$ cat config.mk
export PLATFORM = sky130hd
export DESIGN_NAME = fsla_ram
export DESIGN_NICKNAME = d
export VERILOG_FILES = /design/src/fsla_ram.sv
export SDC_FILE = /design/constraint.sdc
export NUM_CORES = 1
export LEC_CHECK = 0
export ABC_AREA = 1
export CAP_MARGIN = 20
export CORE_MARGIN = 3
export CORE_UTILIZATION = 50
export CTS_BUF_LIST = sky130_fd_sc_hd__clkbuf_16
export DETAILED_ROUTE_END_ITERATION = 6
export DONT_BUFFER_PORTS = 1
export SYNTH_ARGS = -nofsm -noshare
export SYNTH_HDL_FRONTEND = slang
export SYNTH_SLANG_ARGS = --single-unit
$ cat constraint.sdc
create_clock -name clk -period 1.2 [get_ports clk]
set_input_delay 0.06 -clock clk [delete_from_list [all_inputs] [get_ports clk]]
set_output_delay 0.06 -clock clk [all_outputs]
set_load 0.05 [all_outputs]
$ cat src/fsla_ram.sv
// Generic single-write, single-read synchronous RAM with a registered read.
// Depends on nothing.
module fsla_ram #(
    parameter int unsigned WIDTH = 8,
    parameter int unsigned DEPTH = 16
) (
    input  logic                     clk,
    input  logic                     we,
    input  logic [$clog2(DEPTH)-1:0] waddr,
    input  logic [WIDTH-1:0]         wdata,
    input  logic [$clog2(DEPTH)-1:0] raddr,
    output logic [WIDTH-1:0]         rdata
);

    logic [WIDTH-1:0] mem [DEPTH];
    logic [WIDTH-1:0] rdata_reg;

    always_ff @(posedge clk)
    begin
        if (we)
        begin
            mem[waddr] <= wdata;
        end
        rdata_reg <= mem[raddr];
    end

    assign rdata = rdata_reg;

endmodule

==> flow_summary.ini <==
[yosys]
ys_seq_area_frac = 0.694
syn_area_mm2 = 0.00577
netlist_instances = 551
synth_cell_types = 12
postSynthAreaPerCell_um2 = 10.5
synth_seq_cells = 136
synth_fp_nets = 569
yosysWarnings = 0

[timing]
fin_hold_ws_ns = -0.114
period_share = 0.966
slew_headroom = 0.537
tightest_slew_ns = 0.693
hold_violations = 8
tns_ns = 0
worst_slack_ns = 0.0404
setup-violations-final = 0
maxSlewViolCount = 0
skew_ns = 0.00572
grt_setup_unrepaired = no
fin_crit_ns = 1.16
max_freq_ghz = 0.862

[power_and_ir_drop]
power_switching_mw = 2.20
p_seq_frac = 0.531
power_leakage_nw = 2.90
irDropWorstVdd_uv = 824
p_per_area_mw_per_mm2 = 1550
clockPowerShare = 0.413
p_int_mw = 8.03
pwr-share-comb = 0.056
swShare = 0.215

[layout]
fin_cells = 741
n_fill_cell = 918
drive_gt1_frac = 0.0850
final_area_mm2 = 0.00662
fin_util = 0.600
seq_area_mm2 = 0.00400
nNetsFinal = 605
syn_to_final_growth_pct = 14.8
multiInputGateArea_mm2 = 0.00121
largest_register_ffs = 128

[floorplanning]
core_mm2 = 0.0110
num_io_pins = 26
die_x_um = 113
design.die.area_mm2 = 0.0129
initial_utilization = 0.523
die_y_um = 113
rows = 38

[worst_setup_path]
path_class = reg -> out
critical_path.startpoint = rdata[3]
cp_max_fo = 1
cp.depth = 0
arrival_ns = 1.10
crit_path_end_kind = primary output
start_kind = register
regToRegStartpoint = mem[0][5]
reg2reg_depth = 6
required_ns = 1.14

[route]
drt_pass1_iterations = 4
drc = 0
wl_per_cell_um = 16.1
drt-total-wl_um = 12000
viasPerCell = 4.99
ant_nets = 0
num_vias = 3699
drtIter0Drc = 194

[cts]
cts.sinks = 136
clk_pin_slew_worst_paths_ns = 0.05
cts_buffer_depth = 2
cts_tree = done
cts-buffers-inserted = 17
htreeDepth = 4
clock_latency_ns = 0.41
root_buffer = clkbuf_16

[run]
cap_violations = 0

[hold_path]
hold_depth = 4
hold_class = in -> reg
hold_path.startpoint = raddr[1]

[global_route]
grtUsageMet1 = 0.271
grt_max_degree = 66
busiest_layer = met2
grt_pass1_wl_um = 19100
grt_antenna_before_repair = 2
grtUsageMet2 = 0.304
grt_use_total = 0.201
overflow = 0
first_global_vias = 3593
grtUsageMet3 = 0.0584

[placement]
dpl_worst_slack_ns = 0.203
dp_hpwl_um = 7500
gp_congestion = 0.900
portBuffers = 0
placed_cell_area_mm2 = 0.00603
dp.cells = 698

[run_status]
status = finished, violations left
failed_checks = negative hold slack
-- power by group through the flow --
stage	combinational, mW	clock [mW]	sequential [mW]
after detailed placement	0.469	0	5.53
after global placement	0.465	0	5.53
after floorplan	0.375	0	5.54
final	0.570	4.23	5.43
after global routing	0.648	4.50	5.44
after CTS	0.566	4.30	5.43
-- cells in the final DEF (no fill, tap or decap), drive strengths merged --
master and instances:
buf 31, clkbuf 17, clkinv 8, dfxtp 8
diode 1, dlygate4sd3 9, dlymetal6s4s 1, edfxtp 128
inv 109, nand2 173, nand3 97, nand3b 2
nor2 17
-- worst paths after layout --
path	end	slack [ns]
worst max-delay path	rdata[3]	0.04
worst min-delay path	rdata[4]	-0.11
worst max register to register	rdata[5]	0.23
worst min register to register	rdata[1]	0.64
-- routing by layer --
metal,wire [µm],share of wire,vias up
met5,13,0.0011,-
met4,267,0.022,2
met3,720,0.060,23
met2,5520,0.46,98
met1,5430,0.45,1731
li1,-,-,1845
-- cells in the mapped netlist, drive strengths merged --
cell type | instances | area share
buf | 24 | 0.029
dfxtp | 8 | 0.028
edfxtp | 128 | 0.67
inv | 102 | 0.066
nand2 | 173 | 0.11
nand3 | 97 | 0.084
nand3b | 2 | 0.0026
nor2 | 17 | 0.011
-- worst min-delay path, delay by kind of cell --
| kind | cells | cell delay [ns] |
|---|---|---|
| simple gates | 4 | 0.21 |
-- cells by family (layout without fill, tap and decap cells) --
family        Yosys count  count (layout)  share of synthesized area
simple gates          289             289                      0.210
flops                 136             136                      0.694
buf+inv               126             175                     0.0952
other cells             0               1                          0
-- area by class of cell --
class	instances	area share
clock inverters	15	0.00869
diodes	1	0.000378
repair buffers	41	0.0544
clock buffers	17	0.0642
flip-flops and latches	136	0.605
multi-input cells	289	0.183
well taps	140	0.0265
inverters	102	0.0578
-- through the flow --
stage,power [mW],hold WS (ns)
floorplan,5.92,0.159
global placement,5.99,0.160
detailed placement,6.00,0.160
CTS,10.3,-0.164
global route,10.6,-0.0806
finish,10.2,-0.114
-- timing repair --
action                                  4_1_cts  5_1_grt
buffers inserted                              0        0
hold buffers                                  9        1
hold endpoints to repair                    136        8
endpoints found under the setup margin        0        2
gates resized for setup                       0        1
(Power assumes the default switching activity.)
