## src/fsla_pkg.sv

```systemverilog
// Package for the free-list slot allocator: types, codes and constants.
// Used by the configuration register block and the top level.
package fsla_pkg;

    localparam int unsigned CAPACITY = 1024;
    localparam int unsigned SLOT_W   = $clog2(CAPACITY);
    localparam int unsigned COUNT_W  = SLOT_W + 1;
    localparam int unsigned APB_AW   = 6;
    localparam int unsigned APB_DW   = 64;
    localparam int unsigned ALIGN_W  = 8;

    localparam logic [COUNT_W-1:0] CAPACITY_COUNT = COUNT_W'(CAPACITY);
    localparam logic [SLOT_W-1:0]  LAST_SLOT      = SLOT_W'(CAPACITY - 1);

    typedef enum logic [2:0] {
        REG_POOL_COUNT        = 3'd0,
        REG_SLOT_BYTES        = 3'd1,
        REG_BUFFER_BASE       = 3'd2,
        REG_DESCRIPTOR_BASE   = 3'd3,
        REG_DESCRIPTOR_STRIDE = 3'd4
    } reg_index_t;

    typedef enum logic {
        OP_ALLOC = 1'b0,
        OP_FREE  = 1'b1
    } opcode_t;

    typedef enum logic [1:0] {
        STAT_OK           = 2'd0,
        STAT_EMPTY        = 2'd1,
        STAT_NOT_IN_USE   = 2'd2,
        STAT_OUT_OF_RANGE = 2'd3
    } status_t;

    typedef enum logic [1:0] {
        FSM_SWEEP,
        FSM_IDLE,
        FSM_EXEC,
        FSM_ADDR
    } fsm_state_t;

    typedef struct packed {
        logic [10:0] pool_count;
        logic [15:0] slot_bytes;
        logic [63:0] buffer_base;
        logic [63:0] descriptor_base;
        logic [12:0] descriptor_stride;
    } cfg_t;

endpackage

```

## src/fsla_cfg.sv

```systemverilog
// Configuration registers of the allocator behind an APB-style port.
// Depends on fsla_pkg; signals a refill whenever the pool count is written.
module fsla_cfg (
    input  logic                       clk,
    input  logic                       rst_n,
    input  logic                       psel,
    input  logic                       penable,
    input  logic                       pwrite,
    input  logic [fsla_pkg::APB_AW-1:0] paddr,
    input  logic [fsla_pkg::APB_DW-1:0] pwdata,
    output logic [fsla_pkg::APB_DW-1:0] prdata,
    output fsla_pkg::cfg_t             cfg,
    output logic                       refill
);
    import fsla_pkg::*;

    cfg_t       cfg_reg;
    cfg_t       cfg_next;
    logic       write_en;
    reg_index_t index;

    assign write_en = psel && penable && pwrite;
    assign index    = reg_index_t'(paddr[5:3]);

    always_comb
    begin
        cfg_next = cfg_reg;
        refill   = 1'b0;
        prdata   = '0;
        unique case (index)
            REG_POOL_COUNT:
            begin
                prdata = {53'd0, cfg_reg.pool_count};
                if (write_en)
                begin
                    cfg_next.pool_count = pwdata[10:0];
                    refill              = 1'b1;
                end
            end
            REG_SLOT_BYTES:
            begin
                prdata = {48'd0, cfg_reg.slot_bytes};
                if (write_en)
                begin
                    cfg_next.slot_bytes = pwdata[15:0];
                end
            end
            REG_BUFFER_BASE:
            begin
                prdata = cfg_reg.buffer_base;
                if (write_en)
                begin
                    cfg_next.buffer_base = pwdata;
                end
            end
            REG_DESCRIPTOR_BASE:
            begin
                prdata = cfg_reg.descriptor_base;
                if (write_en)
                begin
                    cfg_next.descriptor_base = pwdata;
                end
            end
            REG_DESCRIPTOR_STRIDE:
            begin
                prdata = {51'd0, cfg_reg.descriptor_stride};
                if (write_en)
                begin
                    cfg_next.descriptor_stride = pwdata[12:0];
                end
            end
            default:
            begin
                prdata = '0;
            end
        endcase
    end

    always_ff @(posedge clk or negedge rst_n)
    begin
        if (!rst_n)
        begin
            cfg_reg.pool_count        <= 11'd1024;
            cfg_reg.slot_bytes        <= 16'd256;
            cfg_reg.buffer_base       <= 64'd0;
            cfg_reg.descriptor_base   <= 64'd0;
            cfg_reg.descriptor_stride <= 13'd32;
        end
        else
        begin
            cfg_reg <= cfg_next;
        end
    end

    assign cfg = cfg_reg;

endmodule

```

## config.mk

```make
export PLATFORM = sky130hd
export DESIGN_NAME = fsla_cfg
export DESIGN_NICKNAME = d
export VERILOG_FILES = /design/src/fsla_pkg.sv /design/src/fsla_cfg.sv
export SDC_FILE = /design/constraint.sdc
export NUM_CORES = 1
export LEC_CHECK = 0
export BUFFER_PORTS_ARGS = -buffer_cell sky130_fd_sc_hd__buf_2
export CAP_MARGIN = 0
export CORE_ASPECT_RATIO = 2
export CORE_UTILIZATION = 48
export CTS_CLUSTER_SIZE = 10
export DETAILED_ROUTE_END_ITERATION = 10
export GPL_ROUTABILITY_DRIVEN = 0
export HOLD_SLACK_MARGIN = 0.06
export PLACE_DENSITY_LB_ADDON = 0.08
export SLEW_MARGIN = 25
export SYNTH_ARGS = -nofsm -noshare
export SYNTH_HDL_FRONTEND = slang
export SYNTH_SLANG_ARGS = --single-unit
```

## constraint.sdc

```tcl
create_clock -name clk -period 2.68 [get_ports clk]
set_input_delay 0.67 -clock clk [delete_from_list [all_inputs] [get_ports clk]]
set_output_delay 0.67 -clock clk [all_outputs]
set_load 0.01 [all_outputs]
```

==> results.toml <==
[run_status]
status = "finished clean"

[yosys]
yosysTopAreaCell = "dfrtp_1"
avgSynthCellArea_um2 = 14.9
synthTopCellsByArea = "dfrtp_1 (56%), mux2_2 (22%), a22o_1 (5.7%), mux2_1 (4.0%), mux2_4 (1.8%)"
syn_area_mm2 = 0.00738
synth-edff-count = 0
ys_seq_area_share_pct = 57.0
synthMostInstantiatedCell = "dfrtp_1"
synthTopCellsByCount = "dfrtp_1 (165), mux2_2 (147), a22o_1 (48)"
synthFlopType = "dfrtp_1"
netlist_instances = 497
synth_cell_type_count = 27
yosys_warnings = 0
synth_top_area_share_pct = 55.9
ys_ff_latch = 168
syn-num-nets = 572
async_flop_share_pct = 100

[sta]
post-route-period-util_pct = 94.2
clock_skew_ps = 0
setup_ws_ps = 157
hold_violations = 0
worstMarginPinSlew_ps = 546
max_slew_margin_pct = 63.6
rsz0062_at_grt = "false"
min_period_ps = 2520
finalSetupViolCount = 0
drv_slew = 0
fmax_mhz = 396

[cts]
htree_levels = 4
clk_pin_slew_ps = 60
cts_tree = "done"
cts_resized = 1
cts_buffers = 17
clockRootBuffer = "clkbuf_16"
cts_hold_buf = 0
cts_setup_buffers = 0
cts_buffer_depth = 2
insertion_delay_ps = 420
cts.sinks = 168

[place]
postPlaceCellArea_mm2 = 0.00925
dpl.cell_count = 985
port_buffers = 304
dp_worst_setup_slack_ps = -17.4
dpl.hpwl_um = 14700

[global_routing]
grt_max_degree = 53
grt_pass1_wl_um = 30400
antenna_found_initial = 2
grt_pass1_vias = 5753
grt-ovfl-total = 0
grt_usage_pct = 25.9

[worst_setup_path]
cp.arrival_ps = 1850
crit_chain = "buf_2 > buf_12 > nor2b_1 > buf_12 > a22oi_1 > o21ai_0 > buf_2"
cp-start-kind = "primary input"
reg2regPathDepth = 1
max_stage_delay_ps = 230
critPathCaptureType = "output port"
crit_cells = 7
crit_family = "buffers and inverters"
crit_required_ps = 2010
critPathBufInv = 4
r2r_slack_ps = 1810
cp_slowest_cell = "nor2b_1"
cp_max_fo = 15
path_class = "in2out"

[routing]
viasPerCell = 5.52
drt_wl_total_um = 20400
ant_nets = 0
wl_per_cell_um = 20.0
via_count = 5623
drc_errors = 0
drt_iter0_drc = 218
detail_route.first_pass.iterations = 4

[flow_run]
drv_cap = 0

[floorplan]
die_h_um = 177
dieWidth_um = 89.7
io_pins = 308
std_cell_rows = 63
initial_core_util_pct = 49.5
core_mm2 = 0.0149
die_area_mm2 = 0.0159

[layout]
nets = 884
num-fill-cells = 1145
fin_cells = 1019
synthToLayoutAreaGrowth_pct = 33.6
drive_gt1_share_pct = 64.2
largest_reg_flops = 168
fin_area_mm2 = 0.00986

[power_and_ir_drop]
power_mw = 7.69
vdd_drop_max_mv = 0.441
p_leak_nw = 5.15
powerDensity_mw_per_mm2 = 780

[min_path]
hold_class = "in2async"
-- where the power goes --
part | switching (mW) | leakage, nW | internal (mW)
clock | 1.04 | 0.285 | 1.42
sequential | 0.427 | 2.14 | 3.04
combinational | 0.851 | 2.73 | 0.912
total | 2.32 | 5.15 | 5.37
-- kinds of logic after synthesis --
kind of cell	after synthesis	share of synthesized area, %
flip-flops	168	57.0
AO/OA/AOI/OAI	88	9.54
multiplexers	184	28.5
buffers and inverters	37	2.90
AND/OR/NAND/NOR	20	2.05
-- through the flow --
step                      setup TNS (ps)  util [%]  hold WS [ps]
after global routing                   0      66.2           225
final                                  0      66.2           203
after floorplan                        0         -           374
after CTS                              0      66.2           211
after global placement             -11.0      62.1           488
after detailed placement           -17.4      62.1           494
-- area by class of cell --
cell class | count | area, µm² | area share [%]
inverters | 2 | 7.51 | 0.0761
multi-input cells | 292 | 2980 | 30.2
diodes | 2 | 5.00 | 0.0507
clock inverters | 14 | 161 | 1.64
repair buffers | 328 | 1820 | 18.5
clock buffers | 18 | 439 | 4.45
well taps | 195 | 244 | 2.47
flip-flops and latches | 168 | 4210 | 42.7
-- path summary, 6_finish.rpt --
| check | endpoint | start |
|---|---|---|
| worst min register to register | cfg[17]$_DFFE_PN0P_ | cfg[17]$_DFFE_PN0P_ |
| worst max register to register | cfg[39]$_DFFE_PN0P_ | cfg[39]$_DFFE_PN0P_ |
| max in group asynchronous | cfg[12]$_DFFE_PN0P_ | rst_n |
| min in group clk | cfg[38]$_DFFE_PN0P_ | pwdata[25] |
| worst max-delay path | prdata[8] | paddr[3] |
| worst min-delay path | cfg[161]$_DFFE_PN0P_ | rst_n |
-- layer usage --
metal | share of wire, % | vias up | global-route usage, %
li1 | - | 2495 | -
met1 | 37 | 2845 | 28.6
met2 | 55 | 250 | 46.3
met3 | 5.7 | 33 | 5.58
met4 | 2.8 | 0 | 11.0
met5 | 0 | - | 0
-- cell usage in the layout (no fill, tap or decap), drive strengths merged, types with 2 or more instances in the layout --
cell type  netlist  layout
buf             25     328
clkinv           0       4
nand2b           2       2
nor2             8       8
diode            0       2
dfrtp          165     165
a22oi           16      16
nor2b            3       3
inv              2       7
a32oi           11      11
clkinvlp         0       3
o22ai            2       2
o21ai           11      11
bufinv           0       2
mux2i            2       2
clkbuf          10      18
dfstp            3       3
a22o            48      48
mux2           182     182
Power figures use the tool's default switching activity.
